[config.mk]
export PLATFORM = sky130hd
export DESIGN_NAME = three_wire_sensor_serial_master
export DESIGN_NICKNAME = d
export VERILOG_FILES = /design/src/design/twsm_pkg.sv /design/src/design/twsm_cfg.sv /design/src/design/twsm_seq.sv /design/src/design/three_wire_sensor_serial_master.sv
export SDC_FILE = /design/constraint.sdc
export NUM_CORES = 1
export LEC_CHECK = 0
export BUFFER_PORTS_ARGS = -buffer_cell sky130_fd_sc_hd__buf_2
export CORE_AREA = 4 4 174 134
export CTS_BUF_LIST = sky130_fd_sc_hd__clkbuf_4 sky130_fd_sc_hd__clkbuf_8
export CTS_CLUSTER_SIZE = 8
export DETAILED_ROUTE_END_ITERATION = 12
export DIE_AREA = 0 0 178 138
export PLACE_DENSITY = 0.74
export SLEW_MARGIN = 20
export SYNTH_ARGS = -nofsm -noshare
export SYNTH_HDL_FRONTEND = slang
export SYNTH_SLANG_ARGS = --single-unit
[constraint.sdc]
create_clock -name clk -period 6.7 [get_ports clk]
set_input_delay 1.34 -clock clk [delete_from_list [all_inputs] [get_ports clk]]
set_output_delay 1.34 -clock clk [all_outputs]
set_load 0.03 [all_outputs]
[src/design/twsm_pkg.sv]
// ----------------------------------------------------------------------------
// twsm_pkg: shared types and constants for the three-wire serial master
// Payload structures for the tick and result channels, the configuration
// bundle and the register map of the configuration port.
// ----------------------------------------------------------------------------
`default_nettype none

package twsm_pkg;

	localparam int unsigned LenW  = 20;
	localparam int unsigned AddrW = 4;
	localparam int unsigned DataW = 32;

	// Register indexes on the configuration port (byte address is 4 * index)
	localparam logic [1:0] RegHalfBit    = 2'd0;
	localparam logic [1:0] RegHold       = 2'd1;
	localparam logic [1:0] RegResyncLow  = 2'd2;
	localparam logic [1:0] RegResyncWait = 2'd3;

	localparam logic [LenW-1:0] HalfBitReset    = 20'd250;
	localparam logic [LenW-1:0] HoldReset       = 20'd150;
	localparam logic [LenW-1:0] ResyncLowReset  = 20'd50;
	localparam logic [LenW-1:0] ResyncWaitReset = 20'd100000;

	// Transaction modes
	localparam logic [1:0] ModeRead   = 2'd0;
	localparam logic [1:0] ModeWrite  = 2'd1;
	localparam logic [1:0] ModeResync = 2'd2;
	localparam logic [1:0] ModePoll   = 2'd3;

	localparam logic [7:0] WriteFlag = 8'h80;
	localparam logic [7:0] RegDeltaX = 8'h03;
	localparam logic [7:0] RegDeltaY = 8'h04;

	typedef struct packed {
		logic       start_req;
		logic [1:0] mode;
		logic [6:0] address;
		logic [7:0] write_data;
		logic       sdio_in;
	} item_t;

	typedef struct packed {
		logic              sclk;
		logic              sdio_drive_low;
		logic              busy_res;
		logic              done_res;
		logic [7:0]        read_data;
		logic signed [7:0] delta_x;
		logic signed [7:0] delta_y;
	} result_t;

	typedef struct packed {
		logic [LenW-1:0] half_bit_cycles;
		logic [LenW-1:0] hold_cycles;
		logic [LenW-1:0] resync_low_cycles;
		logic [LenW-1:0] resync_wait_cycles;
	} cfg_t;

endpackage

`default_nettype wire

[src/design/twsm_cfg.sv]
// ----------------------------------------------------------------------------
// twsm_cfg: configuration registers
// Four 20-bit timing registers behind an APB-style port with no wait states.
// ----------------------------------------------------------------------------
`default_nettype none

module twsm_cfg
	import twsm_pkg::*;
(
	input  wire logic             clk,
	input  wire logic             arst_n,
	input  wire logic             psel,
	input  wire logic             penable,
	input  wire logic             pwrite,
	input  wire logic [AddrW-1:0] paddr,
	input  wire logic [DataW-1:0] pwdata,
	output logic      [DataW-1:0] prdata,
	output cfg_t                  cfg
);

	cfg_t       cfg_q;
	logic       wr_en;
	logic [1:0] reg_idx;

	assign wr_en   = psel && penable && pwrite;
	assign reg_idx = paddr[3:2];

	always_ff @(posedge clk or negedge arst_n) begin
		if (!arst_n) begin
			cfg_q.half_bit_cycles    <= HalfBitReset;
			cfg_q.hold_cycles        <= HoldReset;
			cfg_q.resync_low_cycles  <= ResyncLowReset;
			cfg_q.resync_wait_cycles <= ResyncWaitReset;
		end else if (wr_en) begin
			case (reg_idx)
				RegHalfBit:    cfg_q.half_bit_cycles    <= pwdata[LenW-1:0];
				RegHold:       cfg_q.hold_cycles        <= pwdata[LenW-1:0];
				RegResyncLow:  cfg_q.resync_low_cycles  <= pwdata[LenW-1:0];
				RegResyncWait: cfg_q.resync_wait_cycles <= pwdata[LenW-1:0];
				default: ;
			endcase
		end
	end

	always_comb begin
		case (reg_idx)
			RegHalfBit:    prdata = {{(DataW-LenW){1'b0}}, cfg_q.half_bit_cycles};
			RegHold:       prdata = {{(DataW-LenW){1'b0}}, cfg_q.hold_cycles};
			RegResyncLow:  prdata = {{(DataW-LenW){1'b0}}, cfg_q.resync_low_cycles};
			RegResyncWait: prdata = {{(DataW-LenW){1'b0}}, cfg_q.resync_wait_cycles};
			default:       prdata = '0;
		endcase
	end

	assign cfg = cfg_q;

endmodule

`default_nettype wire

[src/design/twsm_seq.sv]
// ----------------------------------------------------------------------------
// twsm_seq: pin sequencer
// Advances the link state by one tick when step is high and presents the
// pin levels and captured bytes as they stand after that tick.
// ----------------------------------------------------------------------------
`default_nettype none

module twsm_seq
	import twsm_pkg::*;
(
	input  wire logic  clk,
	input  wire logic  arst_n,
	input  wire logic  step,
	input  wire item_t tick,
	input  wire cfg_t  cfg,
	output result_t    res
);

	typedef enum logic [3:0] {
		PH_IDLE    = 4'd0,
		PH_W_LOW   = 4'd1,
		PH_W_HIGH  = 4'd2,
		PH_HOLD    = 4'd3,
		PH_R_LOW   = 4'd4,
		PH_R_HIGH  = 4'd5,
		PH_RS_LOW  = 4'd6,
		PH_RS_WAIT = 4'd7
	} phase_t;

	phase_t          phase_q, phase_nx;
	logic [2:0]      bit_q, bit_nx;
	logic [LenW-1:0] wait_q, wait_nx;
	logic [7:0]      shift_q, shift_nx;
	logic [7:0]      pend_q, pend_nx;
	logic [1:0]      mode_q, mode_nx;
	logic            second_q, second_nx;
	logic            clk_lvl_q, clk_lvl_nx;
	logic            drv_q, drv_nx;
	logic [7:0]      cap_q, cap_nx;
	logic [7:0]      cap_x_q, cap_x_nx;
	logic [7:0]      cap_y_q, cap_y_nx;
	logic            done;
	logic [7:0]      sampled;

	// A programmed length of zero behaves as one tick.
	function automatic logic [LenW-1:0] load_len(input logic [LenW-1:0] n);
		return (n == '0) ? '0 : n - 1'b1;
	endfunction

	always_comb begin
		phase_nx   = phase_q;
		bit_nx     = bit_q;
		wait_nx    = wait_q;
		shift_nx   = shift_q;
		pend_nx    = pend_q;
		mode_nx    = mode_q;
		second_nx  = second_q;
		clk_lvl_nx = clk_lvl_q;
		drv_nx     = drv_q;
		cap_nx     = cap_q;
		cap_x_nx   = cap_x_q;
		cap_y_nx   = cap_y_q;
		done       = 1'b0;
		sampled    = shift_q;
		sampled[bit_q] = tick.sdio_in;

		if (phase_q == PH_IDLE) begin
			if (tick.start_req) begin
				mode_nx   = tick.mode;
				second_nx = 1'b0;
				if (tick.mode == ModeResync) begin
					phase_nx   = PH_RS_LOW;
					clk_lvl_nx = 1'b0;
					drv_nx     = 1'b0;
					wait_nx    = load_len(cfg.resync_low_cycles);
				end else begin
					case (tick.mode)
						ModeRead:  shift_nx = {1'b0, tick.address};
						ModeWrite: shift_nx = {1'b0, tick.address} | WriteFlag;
						default:   shift_nx = RegDeltaX;
					endcase
					if (tick.mode == ModeWrite) begin
						pend_nx = tick.write_data;
					end
					bit_nx     = 3'd7;
					phase_nx   = PH_W_LOW;
					clk_lvl_nx = 1'b0;
					drv_nx     = !shift_nx[7];
					wait_nx    = load_len(cfg.half_bit_cycles);
				end
			end
		end else if (wait_q != '0) begin
			wait_nx = wait_q - 1'b1;
		end else begin
			case (phase_q)
				PH_W_LOW: begin
					phase_nx   = PH_W_HIGH;
					clk_lvl_nx = 1'b1;
					wait_nx    = load_len(cfg.half_bit_cycles);
				end
				PH_W_HIGH: begin
					if (bit_q != 3'd0) begin
						bit_nx     = bit_q - 1'b1;
						phase_nx   = PH_W_LOW;
						clk_lvl_nx = 1'b0;
						drv_nx     = !shift_q[bit_nx];
						wait_nx    = load_len(cfg.half_bit_cycles);
					end else if (mode_q == ModeWrite) begin
						if (!second_q) begin
							// Address sent; now the data byte.
							second_nx  = 1'b1;
							shift_nx   = pend_q;
							bit_nx     = 3'd7;
							phase_nx   = PH_W_LOW;
							clk_lvl_nx = 1'b0;
							drv_nx     = !pend_q[7];
							wait_nx    = load_len(cfg.half_bit_cycles);
						end else begin
							phase_nx   = PH_IDLE;
							clk_lvl_nx = 1'b1;
							drv_nx     = 1'b0;
							bit_nx     = 3'd0;
							wait_nx    = '0;
							done       = 1'b1;
						end
					end else begin
						phase_nx   = PH_HOLD;
						clk_lvl_nx = 1'b1;
						drv_nx     = 1'b0;
						wait_nx    = load_len(cfg.hold_cycles);
					end
				end
				PH_HOLD: begin
					phase_nx   = PH_R_LOW;
					clk_lvl_nx = 1'b0;
					bit_nx     = 3'd7;
					shift_nx   = '0;
					wait_nx    = load_len(cfg.half_bit_cycles);
				end
				PH_R_LOW: begin
					phase_nx   = PH_R_HIGH;
					clk_lvl_nx = 1'b1;
					wait_nx    = load_len(cfg.half_bit_cycles);
				end
				PH_R_HIGH: begin
					shift_nx = sampled;
					if (bit_q != 3'd0) begin
						bit_nx     = bit_q - 1'b1;
						phase_nx   = PH_R_LOW;
						clk_lvl_nx = 1'b0;
						wait_nx    = load_len(cfg.half_bit_cycles);
					end else if (mode_q == ModePoll && !second_q) begin
						// X delta held back until the Y read completes.
						pend_nx    = sampled;
						second_nx  = 1'b1;
						shift_nx   = RegDeltaY;
						bit_nx     = 3'd7;
						phase_nx   = PH_W_LOW;
						clk_lvl_nx = 1'b0;
						drv_nx     = !RegDeltaY[7];
						wait_nx    = load_len(cfg.half_bit_cycles);
					end else begin
						if (mode_q == ModePoll) begin
							cap_x_nx = pend_q;
							cap_y_nx = sampled;
						end else begin
							cap_nx = sampled;
						end
						phase_nx   = PH_IDLE;
						clk_lvl_nx = 1'b1;
						drv_nx     = 1'b0;
						bit_nx     = 3'd0;
						wait_nx    = '0;
						done       = 1'b1;
					end
				end
				PH_RS_LOW: begin
					phase_nx   = PH_RS_WAIT;
					clk_lvl_nx = 1'b1;
					wait_nx    = load_len(cfg.resync_wait_cycles);
				end
				PH_RS_WAIT: begin
					phase_nx   = PH_IDLE;
					clk_lvl_nx = 1'b1;
					drv_nx     = 1'b0;
					bit_nx     = 3'd0;
					wait_nx    = '0;
					done       = 1'b1;
				end
				default: begin
					phase_nx   = PH_IDLE;
					clk_lvl_nx = 1'b1;
					drv_nx     = 1'b0;
					bit_nx     = 3'd0;
					wait_nx    = '0;
				end
			endcase
		end
	end

	always_ff @(posedge clk or negedge arst_n) begin
		if (!arst_n) begin
			phase_q   <= PH_IDLE;
			bit_q     <= '0;
			wait_q    <= '0;
			shift_q   <= '0;
			pend_q    <= '0;
			mode_q    <= '0;
			second_q  <= 1'b0;
			clk_lvl_q <= 1'b1;
			drv_q     <= 1'b0;
			cap_q     <= '0;
			cap_x_q   <= '0;
			cap_y_q   <= '0;
		end else if (step) begin
			phase_q   <= phase_nx;
			bit_q     <= bit_nx;
			wait_q    <= wait_nx;
			shift_q   <= shift_nx;
			pend_q    <= pend_nx;
			mode_q    <= mode_nx;
			second_q  <= second_nx;
			clk_lvl_q <= clk_lvl_nx;
			drv_q     <= drv_nx;
			cap_q     <= cap_nx;
			cap_x_q   <= cap_x_nx;
			cap_y_q   <= cap_y_nx;
		end
	end

	always_comb begin
		res.sclk           = clk_lvl_nx;
		res.sdio_drive_low = drv_nx;
		res.busy_res       = (phase_nx != PH_IDLE);
		res.done_res       = done;
		res.read_data      = cap_nx;
		res.delta_x        = cap_x_nx;
		res.delta_y        = cap_y_nx;
	end

endmodule

`default_nettype wire

[src/design/three_wire_sensor_serial_master.sv]
// ----------------------------------------------------------------------------
// three_wire_sensor_serial_master: half-duplex three-wire serial link master
// Tick-driven master for a clock pin and an open-drain data pin, with
// register read, register write, resync and two-register motion poll.
// ----------------------------------------------------------------------------
// Each transaction on the item channel is one tick of the pin sequencer and
// yields exactly one result transaction showing the pins and captured bytes
// after that tick. A tick is accepted every clock cycle while results are
// being taken; each tick passes the input register, the combinational
// sequencer update and the result register. The user writes the timing
// registers through the APB port only while idle; the block does not enforce this.
`default_nettype none

module three_wire_sensor_serial_master
	import twsm_pkg::*;
(
	input  wire logic             clk,
	input  wire logic             arst_n,
	input  wire logic             item_valid,
	output logic                  item_ready,
	input  wire item_t            item,
	output logic                  result_valid,
	input  wire logic             result_ready,
	output result_t               result,
	input  wire logic             psel,
	input  wire logic             penable,
	input  wire logic             pwrite,
	input  wire logic [AddrW-1:0] paddr,
	input  wire logic [DataW-1:0] pwdata,
	output logic      [DataW-1:0] prdata,
	output logic                  pready
);

	cfg_t    cfg;
	item_t   item_s1;
	logic    valid_s1;
	result_t seq_res;
	result_t result_q;
	logic    result_valid_q;
	logic    advance;

	assign pready     = 1'b1;
	assign advance    = !result_valid_q || result_ready;
	assign item_ready = !valid_s1 || advance;

	twsm_cfg u_cfg (
		.clk     (clk),
		.arst_n  (arst_n),
		.psel    (psel),
		.penable (penable),
		.pwrite  (pwrite),
		.paddr   (paddr),
		.pwdata  (pwdata),
		.prdata  (prdata),
		.cfg     (cfg)
	);

	twsm_seq u_seq (
		.clk    (clk),
		.arst_n (arst_n),
		.step   (valid_s1 && advance),
		.tick   (item_s1),
		.cfg    (cfg),
		.res    (seq_res)
	);

	always_ff @(posedge clk or negedge arst_n) begin
		if (!arst_n) begin
			valid_s1       <= 1'b0;
			result_valid_q <= 1'b0;
		end else begin
			if (item_ready) begin
				valid_s1 <= item_valid;
			end
			if (advance) begin
				result_valid_q <= valid_s1;
			end
		end
	end

	always_ff @(posedge clk) begin
		if (item_valid && item_ready) begin
			item_s1 <= item;
		end
		if (advance && valid_s1) begin
			result_q <= seq_res;
		end
	end

	assign result_valid = result_valid_q;
	assign result       = result_q;

	// A finished transaction is never reported as still busy.
	a_done_not_busy: assert property (@(posedge clk) disable iff (!arst_n)
		result_valid && result.done_res |-> !result.busy_res)
		else $error("done_res raised while busy_res is set");

	// With the result side empty the block must take a new tick.
	a_ready_when_free: assert property (@(posedge clk) disable iff (!arst_n)
		!result_valid |-> item_ready)
		else $error("item_ready low with no result pending");

	// Outside a transaction the clock idles high and the data pin is released.
	a_idle_pins: assert property (@(posedge clk) disable iff (!arst_n)
		result_valid && !result.busy_res |-> result.sclk && !result.sdio_drive_low)
		else $error("pins not in idle state while not busy");

endmodule

`default_nettype wire

Word level (Yosys, flattened, before mapping)
Index checks and enable logic that the tools add are counted.
- flip-flop bits (word level): 201
- input port bits: 62
- output and inout bits: 63
- word-level logic and storage cells: 217
- $add $sub $neg: 6
- equality and inequality tests: 26
- reductions and logical operators: 42
- order comparisons: 3
- muxes and demuxes: 110
- operators with widths (cell ; count):
    $mux W8 ; 38
    $mux W20 ; 13
    $pmux W32 S4 ; 1
    $sub A20 B1 Y20 const B ; 5
    $logic_not A20 Y1 ; 4
    $pmux W20 S4 ; 1
    $mux W1 ; 30
    $mux W3 ; 10
    $pmux W4 S6 ; 1
    $pmux W8 S3 ; 1
    $reduce_and A8 Y1 ; 3
    $mux W4 ; 5
    $reduce_bool A20 Y1 ; 1
    $eq A4 B3 Y1 const B ; 4
    $pmux W8 S2 ; 1
    $pmux W3 S4 ; 1
    $reduce_and A2 Y1 ; 5
    $pmux W1 S3 ; 3
    $bwmux W8 ; 1
    $eq A2 B2 Y1 const B ; 4
    $eq A4 B2 Y1 const B ; 2
    $lt A3 B4 Y1 const B ; 2
    $reduce_bool A4 Y1 ; 2
    $eq A2 B1 Y1 const B ; 3
    other kinds (25) ; 46

Logic depth before layout (Yosys ltp)
Gate-level depths: netlist of the first run.
- depth after elaboration: 11
- gate-level depth with buffers: 12
- depth with buffers taken out: 9

By module
From an unflattened synthesis of the first run, not the netlist that was laid out.
- cell total of the unflattened synthesis: 1116
- area, all modules: 11634.9 um^2
- by module, submodules not included (module ; sequential area each (um^2) ; cells each ; area an instance (um^2) ; instances):
    twsm_seq ; 1803.0 ; 847 ; 6543.8 ; 1
    twsm_cfg ; 2025.7 ; 212 ; 3564.7 ; 1
    three_wire_sensor_serial_master ; 1461.4 ; 57 ; 1526.5 ; 1

Least setup slack after synthesis of the first run
Ideal clock, no wire load.
- kind: input port to output port
- from: input paddr[2]
- to: output prdata[10]
- path buffers: 2
- setup slack: 2.621 ns
- cell stages on the path: 3
- data required time: 5.360 ns
- arrival: 2.739 ns
- cell sequence: clkbuf_1 -> buf_1 -> mux4_2
- longest elaborated chain between the ends: 2
- elaborated cells between the ends (all ways): 5
- classes of those cells: eq/ne (3); mux (1); reduce/logical (1)
- ends and longest elaborated chain (what ; RTL line ; text):
    start: declaration ; three_wire_sensor_serial_master.sv:28 ; input wire logic [AddrW-1:0] paddr,
    $eq A2 B2 Y1, or another cell as far along ; twsm_cfg.sv:46 ; case (reg_idx)
    $pmux W32 S4 (*) ; twsm_cfg.sv:46 ;
    end: declaration ; three_wire_sensor_serial_master.sv:30 ; output logic [DataW-1:0] prdata,
Mark *: on every way between the ends. The rest lies on a longest branch, timed or not. The select of a mux whose other input is x is not followed.

Final worst setup path of the first run
- from: input paddr[2]
- to: output prdata[19]
The elaborated chain is that of the path after synthesis.

==> results.json, run 1 <==
{
  "cpMaxStageDelayCell": "mux4_2",
  "io_buffers": 97,
  "grt_pass1_wl_microns": 49800,
  "drt-pass1-iter-count": 5,
  "rows": 47,
  "yosysUniqueCellTypes": 78,
  "path_clk_slew_ns": 0.05,
  "die-area_sq_um": 24600,
  "fin_worst_skew_ns": 0.0302,
  "synthesis.area_sq_um": 11700,
  "post_cts_buffers": 0,
  "most-common-layout-cells": "134 x dfrtp_1, 111 x mux2_2, 96 x buf_2",
  "drv_slew": 0,
  "timing.final.crit_period_ns": 4.10,
  "ant_nets": 0,
  "pin_count": 125,
  "num_vias": 9382,
  "final_hold_viol_count": 0,
  "ir_drop_mv": 0.180,
  "start_kind": "input port",
  "synthArstFlopShare_pct": 76.6,
  "fin_area_sq_um": 13100,
  "fp.coreArea_sq_um": 21700,
  "clock_sinks": 201,
  "cts_resized": 0,
  "drt-initial-drc-count": 1114,
  "grt_max_degree": 105,
  "worst-path-buf-inv": 2,
  "crit_required_ns": 5.36,
  "htree_num_levels": 2,
  "start_util_pct": 53.8,
  "status": "completed",
  "critPathMaxFanout": 24,
  "wl_per_cell_microns": 20.3,
  "nets": 1270,
  "antenna_found_initial": 1,
  "drive_above_1_share_pct": 29.3,
  "tightest_slew_ns": 1.00,
  "synth_edf_count": 47,
  "max-slew-margin-rel_pct": 33.1,
  "setup_viol": 0,
  "ys.flop_type": "dfrtp_1",
  "leakagePower_nw": 5.21,
  "ys_seq_elements": 201,
  "seq_area_frac_synth_pct": 45.3,
  "synth_area_leaders": "dfrtp_1 29%, edfxtp_1 12%, mux2_2 11%",
  "critical_path.max_stage_delay_ns": 0.61,
  "place_hpwl_microns": 22000,
  "hold_class": "register to register",
  "final_common_cell": "dfrtp_1",
  "drt-total-wl_microns": 30900,
  "track_usage_pct": 25.3,
  "yosys.area.top_type": "dfrtp_1",
  "cpMostUsedCell": "buf_2",
  "crit_chain": "buf_2 > mux4_2 > buf_2",
  "overflow": 0,
  "avgSynthCellArea_sq_um": 10.5,
  "die-width_microns": 178,
  "grt_pass1_vias": 8953,
  "gp_congestion": 0.925,
  "synth.top_cell.area_share_pct": 28.7,
  "postCtsHoldBufs": 0,
  "cts_buffers": 35,
  "p_per_area_nw_per_um2": 280,
  "tns_ns": 0,
  "rsz0062_at_grt": "false",
  "max_freq_mhz": 244,
  "synth_warnings": 0,
  "routed_via_density": 6.18,
  "drc": 0,
  "areaGrowthSynthToFinish_pct": 12.4,
  "cp-end-kind": "output port",
  "path_class": "input port to output port",
  "placed_cell_area_sq_um": 12400,
  "cts_buffer_depth": 3,
  "cts-root-buf": "clkbuf_8",
  "fin_crit_sh_pct": 61.3,
  "crit_arrival_ns": 2.76,
  "cts_tree": "done",
  "postSynthCellCount": 1109,
  "cp_top_family": "buffers and inverters",
  "clk_latency_ns": 0.54,
  "die_h_microns": 138,
  "cap_violations": 0
}
==> cell families (layout without fill, tap and decap cells) <==
logic type / after synthesis / in the layout / share of synthesized area (%)
xor+xnor: 69 / 69 / 5.18
fa+ha+maj: 13 / 13 / 1.39
other cells: 2 / 14 / 0.0643
flops: 201 / 201 / 45.3
compound gates: 235 / 235 / 12.7
buf+inv: 94 / 196 / 3.71
simple gates: 352 / 352 / 15.9
mux: 143 / 143 / 15.8
==> synth_stat cells, types with 5 or more instances <==
master and instances:
dfrtp_1 134, mux2_2 111, nand2_1 92, nor2_1 80
o21ai_0 78, a21oi_1 54, edfxtp_1 47, xnor2_1 42
nor3_1 41, clkbuf_1 38, xor2_1 27, o22ai_1 24
mux4_2 22, dfstp_2 20, inv_1 20, nand3_1 18
nor4_1 17, buf_4 16, buf_2 15, or3_1 15
or4_1 15, ha_1 13, o221ai_1 13, mux2i_1 10
a221oi_1 9, nand2b_1 9, o21ai_1 8, a211oi_1 7
and3_1 7, nand4_1 7, nor3b_1 7, and2_1 6
o22a_1 6, or2_2 5
==> report_power, final <==
group | switching, mW | total [mW] | leakage [nW] | internal, mW
Clock | 0.513 | 1.21 | 0.395 | 0.699
Sequential | 0.257 | 1.69 | 2.37 | 1.44
Combinational | 0.416 | 0.771 | 2.44 | 0.355
Total | 1.19 | 3.68 | 5.21 | 2.49
==> worst register-to-register path: stages (launching register included) <==
cell     delay (ns)
dfrtp_1        0.41
inv_1          0.09
ha_1           0.19
nor3b_2        0.50
nand4_2        0.38
nor3_2         0.28
buf_4          0.25
and2_1         0.75
o21ai_0        0.29
a31oi_1        0.22
==> registers in the layout, summed over array words and instances (netlist names), 19 cells and up <==
register	count
u_seq.wait_q	20
result	28
item_s1	19
u_cfg.cfg	80
==> routing by layer <==
metal  track usage [%]  share of wire (%)  vias up
met5                 0              0.023        -
met4              5.13                1.7        2
li1                  -                  -     4269
met3              5.49                 10       48
met1              41.3                 47     4623
met2              34.5                 41      440
==> layout make-up <==
class                   count  area [sq um]
multi-input cells         825          6020
clock buffers              53           648
well taps                 294           368
flip-flops and latches    201          5290
diodes                      1          2.50
repair buffers            112           604
inverters                  20          75.1
fillers                  1796          8580
clock inverters            11           110
==> per-stage QoR <==
step           setup slack, ns  utilization (%)  total power [mW]  hold WS (ns)  cells
6_report                  2.60             60.5              3.68         0.472   1517
5_1_grt                   2.47             60.5              3.85         0.495   1516
4_1_cts                   2.57             60.4              3.69         0.475   1516
3_5_place_dp              2.57             56.9              2.47         0.458   1452
3_3_place_gp              2.58             56.9              2.44         0.452   1452
2_1_floorplan             2.62                -              2.21         0.440   1120
==> worst paths after layout <==
| check | slack, ns | cells after the start | endpoint | startpoint |
|---|---|---|---|---|
| min in group asynchronous | 0.93 | 1 | u_cfg.cfg[34] | arst_n |
| max in group asynchronous | 4.45 | 2 | u_seq.cap_x_q[7] | arst_n |
| worst min register to register | 0.47 | 2 | u_seq.cap_x_q[7] | u_seq.cap_x_q[7] |
| worst max-delay path | 2.60 | 3 | prdata[19] | paddr[2] |
| worst min-delay path | 0.47 | 2 | u_seq.cap_x_q[7] | u_seq.cap_x_q[7] |
| worst max register to register | 3.24 | 9 | u_seq.wait_q[5] | u_seq.wait_q[0] |
Note: power is estimated with default switching activity, not from simulation.
==> inputs of run 2 (changes only) <==
PLACE_DENSITY = 0.77   (was 0.74)
clock period = 3.4 ns   (was 6.7 ns; I/O delays follow)
==> run 2 against run 1 <==
  * Clock power is 89% higher
  * Routed wire length is 1.6% higher
  * First-iteration DRC count is 26% higher
  * Clock skew is 0.00058 ns lower
  * Sequential share of layout area is 0.53 points lower
  * Clock-buffer cell count is 6 higher
  * Non-clock buffer count is 28 higher
  * Global-route usage is 0.40 points higher
  * Final area is 1.3% higher
  * Critical path type is now register to register
==> results.json, run 2 (synthesis gave the netlist of run 1 again) <==
{
  "status": "completed",
  "setup_viol": 0,
  "cts_resized": 0,
  "p_sw_mw": 2.31,
  "antenna_found_initial": 2,
  "cts_tree": "done",
  "drt-total-wl_microns": 31300,
  "critPathMaxFanout": 5,
  "tightest_slew_ns": 0.923,
  "fin_worst_skew_ns": 0.0296,
  "rsz0062_at_grt": "false",
  "die-width_microns": 178,
  "largest_reg_flops": 80,
  "post_cts_buffers": 0,
  "final_hold_viol_count": 0,
  "fin_area_sq_um": 13300,
  "p_sw_share_pct": 32.1,
  "overflow": 0,
  "cap_violations": 0,
  "drc": 0,
  "hold_class": "input port to asynchronous set/reset pin",
  "seq_power_share_pct": 46.3,
  "place_hpwl_microns": 22800,
  "ir_drop_mv": 0.384,
  "p_per_area_nw_per_um2": 542,
  "timing.final.crit_period_ns": 3.05,
  "crit_arrival_ns": 3.44,
  "max-slew-margin-rel_pct": 38.5,
  "p_comb_share_pct": 21.9,
  "start_util_pct": 53.8,
  "fp.coreArea_sq_um": 21700,
  "areaGrowthSynthToFinish_pct": 13.8,
  "placed_cell_area_sq_um": 12600,
  "p_clk_share_pct": 31.8,
  "cp-end-kind": "register",
  "drv_slew": 0,
  "clock_sinks": 201,
  "drt-pass1-iter-count": 6,
  "start_kind": "register",
  "clk_latency_ns": 0.52,
  "die-area_sq_um": 24600,
  "rows": 47,
  "leakagePower_nw": 5.34,
  "grt_pass1_vias": 9270,
  "routed_via_density": 6.21,
  "drive_above_1_share_pct": 30.7,
  "track_usage_pct": 25.7,
  "io_buffers": 97,
  "ant_nets": 0,
  "drt-initial-drc-count": 1399,
  "wl_per_cell_microns": 20.3,
  "num_vias": 9587,
  "path_clk_slew_ns": 0.06,
  "pin_count": 125,
  "p_int_mw": 4.89,
  "cts_buffers": 34,
  "grt_max_degree": 66,
  "gp_congestion": 0.944,
  "crit_required_ns": 3.78,
  "nets": 1297,
  "fin_crit_sh_pct": 89.8,
  "cts-root-buf": "clkbuf_8",
  "cts_buffer_depth": 3,
  "final_common_cell": "dfrtp_1",
  "postCtsHoldBufs": 0,
  "most-common-layout-cells": "134 x dfrtp_1, 111 x mux2_2, 96 x buf_2",
  "htree_num_levels": 2,
  "max_freq_mhz": 327,
  "grt_pass1_wl_microns": 50900,
  "die_h_microns": 138,
  "tns_ns": 0,
  "path_class": "register to register"
}
==> run 2: changes by cell type in the layout (fill, tap and decap cells not counted), sizes merged <==
| cell | change |
|---|---|
| buf | +28 |
| clkinv | -3 |
| clkbuf | +6 |
| bufinv | -2 |
| clkinvlp | -3 |
==> run 2: metrics by stage <==
stage / instances / utilization [%] / setup WS, ns / power [mW] / hold slack, ns
floorplan: 1120 / - / 0.640 / 4.36 / 0.384
global placement: 1480 / 57.9 / 0.548 / 4.85 / 0.453
detailed placement: 1480 / 57.9 / 0.438 / 4.91 / 0.461
CTS: 1542 / 61.3 / 0.416 / 7.21 / 0.161
global route: 1542 / 61.3 / 0.136 / 7.55 / 0.183
finish: 1543 / 61.3 / 0.346 / 7.20 / 0.142
==> run 2: worst paths after layout <==
kind                                   from          endpoint  slack [ns]  cells past startpoint
max in group asynchronous            arst_n   u_seq.clk_lvl_q        2.34                      2
hold reg to reg            u_seq.cap_x_q[4]  u_seq.cap_x_q[4]        0.47                      2
setup reg to reg              u_cfg.cfg[20]   u_seq.wait_q[1]        0.35                     11
setup / recovery              u_cfg.cfg[20]   u_seq.wait_q[1]        0.35                     11
hold / removal                       arst_n     u_cfg.cfg[35]        0.14                      1
min in group clk                   item[15]       item_s1[15]        0.34                      1
==> run 2: power by group through the flow <==
stage | Clock (mW) | Sequential, mW | Combinational [mW]
after floorplan | 0 | 3.21 | 1.15
after global placement | 0 | 3.33 | 1.52
after detailed placement | 0 | 3.36 | 1.55
after CTS | 2.32 | 3.32 | 1.57
after global routing | 2.45 | 3.39 | 1.71
final | 2.29 | 3.34 | 1.57
==> run 2: final cells by class <==
cell class,count,area [sq um]
Antenna cell,1,2.50
Clock buffer,59,718
Clock inverter,3,13.8
Fill cell,1778,8410
Inverter,20,75.1
Multi-Input combinational cell,825,6010
Sequential cell,201,5290
Tap cell,294,368
Timing Repair Buffer,140,815
==> run 2: worst max-delay path, cell delays in order, from the launching register on <==
cell       delay [ns]
dfrtp_1          0.41
inv_1            0.12
ha_1             0.19
nor3b_1          0.25
buf_4            0.21
nand4_1          0.23
o21ai_0          0.40
buf_4            0.17
or2_1            0.30
o22ai_1          0.13
a2111oi_0        0.43
a21oi_1          0.08
==> run 2: metal layers <==
| layer | global-route usage, % | vias to the layer above | part of all wire, % |
|---|---|---|---|
| li1 | - | 4328 | - |
| met1 | 40.5 | 4667 | 45 |
| met2 | 36.0 | 534 | 43 |
| met3 | 5.92 | 56 | 11 |
| met4 | 6.06 | 2 | 1.6 |
| met5 | 0 | - | 0.022 |
==> inputs of run 3 (changes only) <==
==> constraint.sdc (replaced) <==
create_clock -name clk -period 3.4 [get_ports clk]
set_input_delay 0.51 -clock clk [delete_from_list [all_inputs] [get_ports clk]]
set_output_delay 0.51 -clock clk [all_outputs]
set_load 0.03 [all_outputs]
==> run 3 against run 2 <==
  * Sequential power about the same
  * Via count shrank 0.47%
  * Non-clock buffer count is 1 higher
  * Clock skew rose by 0.0091 ns
  * Sequential share of layout area is 0.15 points lower
  * Die area unchanged
  * Global-route usage down 0.26 points
  * Register-to-register slack worse by 0.18 ns
  * Worst hold slack gained 0.034 ns
  * Cell count unchanged
  * Critical endpoint is now u_seq.wait_q[13]
==> results.json, run 3 (synthesis gave the netlist of run 1 again) <==
{
  "status": "completed",
  "die_h_microns": 138,
  "wl_per_cell_microns": 20.3,
  "hold_class": "input port to register",
  "die-area_sq_um": 24600,
  "leakagePower_nw": 5.36,
  "path_clk_slew_ns": 0.06,
  "n_fill_cell": 1740,
  "routed_via_density": 6.18,
  "clock_sinks": 201,
  "io_buffers": 97,
  "largest_reg_flops": 80,
  "overflow": 0,
  "drt-initial-drc-count": 1000,
  "cts_buffer_depth": 3,
  "critPathMaxFanout": 10,
  "htree_num_levels": 2,
  "rsz0062_at_grt": "false",
  "n_antenna_cell": 0,
  "track_usage_pct": 25.4,
  "rows": 47,
  "die-width_microns": 178,
  "start_kind": "register",
  "cts-root-buf": "clkbuf_8",
  "max_freq_mhz": 309,
  "timing.final.crit_period_ns": 3.24,
  "cts_buffers": 34,
  "setup_viol": 0,
  "areaGrowthSynthToFinish_pct": 14.3,
  "fin_crit_sh_pct": 95.2,
  "cp-end-kind": "register",
  "final-seq-area_sq_um": 5290,
  "fp.coreArea_sq_um": 21700,
  "drt-total-wl_microns": 31300,
  "tightest_slew_ns": 0.935,
  "cts_tree": "done",
  "gp_congestion": 0.927,
  "pin_count": 125,
  "drive_above_1_share_pct": 30.7,
  "start_util_pct": 53.8,
  "crit_required_ns": 3.81,
  "most-common-layout-cells": "134 x dfrtp_1, 111 x mux2_2, 96 x buf_2",
  "fin_worst_skew_ns": 0.0387,
  "hold_depth": 1,
  "max-slew-margin-rel_pct": 37.7,
  "nets": 1298,
  "drc": 0,
  "clk_latency_ns": 0.53,
  "ant_nets": 0,
  "antenna_found_initial": 1,
  "multi_input_area_sq_um": 6010,
  "grt_pass1_wl_microns": 50200,
  "path_class": "register to register",
  "crit_arrival_ns": 3.65,
  "place_ws_ns": 0.270,
  "rr_worst_depth": 8,
  "cts_resized": 0,
  "grt_pass1_vias": 9049,
  "tns_ns": 0,
  "post_cts_buffers": 0,
  "final_hold_viol_count": 0,
  "num_vias": 9542,
  "p_per_area_nw_per_um2": 547,
  "stdcell_count": 1543,
  "setup_ws_ns": 0.164,
  "place_hpwl_microns": 22500,
  "drt-pass1-iter-count": 5,
  "cap_violations": 0,
  "drv_slew": 0,
  "utilization_pct": 61.5,
  "dp_cells": 1480,
  "grt_max_degree": 87,
  "final_common_cell": "dfrtp_1",
  "ir_drop_mv": 0.339,
  "postCtsHoldBufs": 1
}
run 3: per-layer routing:
metal	wire length, microns	vias to the layer above	share of wire (%)	global-route usage [%]
met5	7	-	0.022	0
met4	610	2	2.0	5.86
met3	3200	57	10	6.77
met2	13100	472	42	34.7
met1	14300	4696	46	40.4
li1	-	4315	-	-
run 3: metrics by stage:
stage	power (mW)	area, sq um	hold WS [ns]
after CTS	7.31	13300	0.156
after detailed placement	4.90	12600	0.467
after floorplan	4.36	11700	0.214
after global routing	7.63	13300	0.145
after global placement	4.84	12600	0.453
final	7.30	13300	0.176
run 3: power breakdown:
part,switching (mW),internal (mW)
sequential,0.501,2.83
clock,0.989,1.41
combinational,0.837,0.729
total,2.33,4.97
run 3: final timing paths:
kind                                        from  slack, ns                to
worst max-delay path               u_cfg.cfg[52]       0.16  u_seq.wait_q[13]
max in group asynchronous                 arst_n       1.89   u_seq.clk_lvl_q
min in group asynchronous                 arst_n       0.56     u_cfg.cfg[35]
worst max register to register     u_cfg.cfg[52]       0.16  u_seq.wait_q[13]
worst min register to register  u_seq.cap_x_q[2]       0.48  u_seq.cap_x_q[2]
worst min-delay path                     item[3]       0.18        item_s1[3]
run 3: final cells by class:
| cell class | count | area share, % |
|---|---|---|
| Multi-Input combinational cell | 825 | 45.1 |
| Sequential cell | 201 | 39.6 |
| Timing Repair Buffer | 141 | 6.27 |
| Clock buffer | 60 | 5.44 |
| Tap cell | 294 | 2.76 |
| Inverter | 20 | 0.563 |
| Clock inverter | 2 | 0.263 |
run 3: critical path, stage by stage, from the launching register on:
cell	delay (ns)
dfrtp_1	0.45
or4_1	0.64
or3_1	0.46
o21ai_1	0.61
buf_4	0.30
a21oi_1	0.07
a211oi_1	0.23
o221ai_1	0.16
a22o_1	0.22
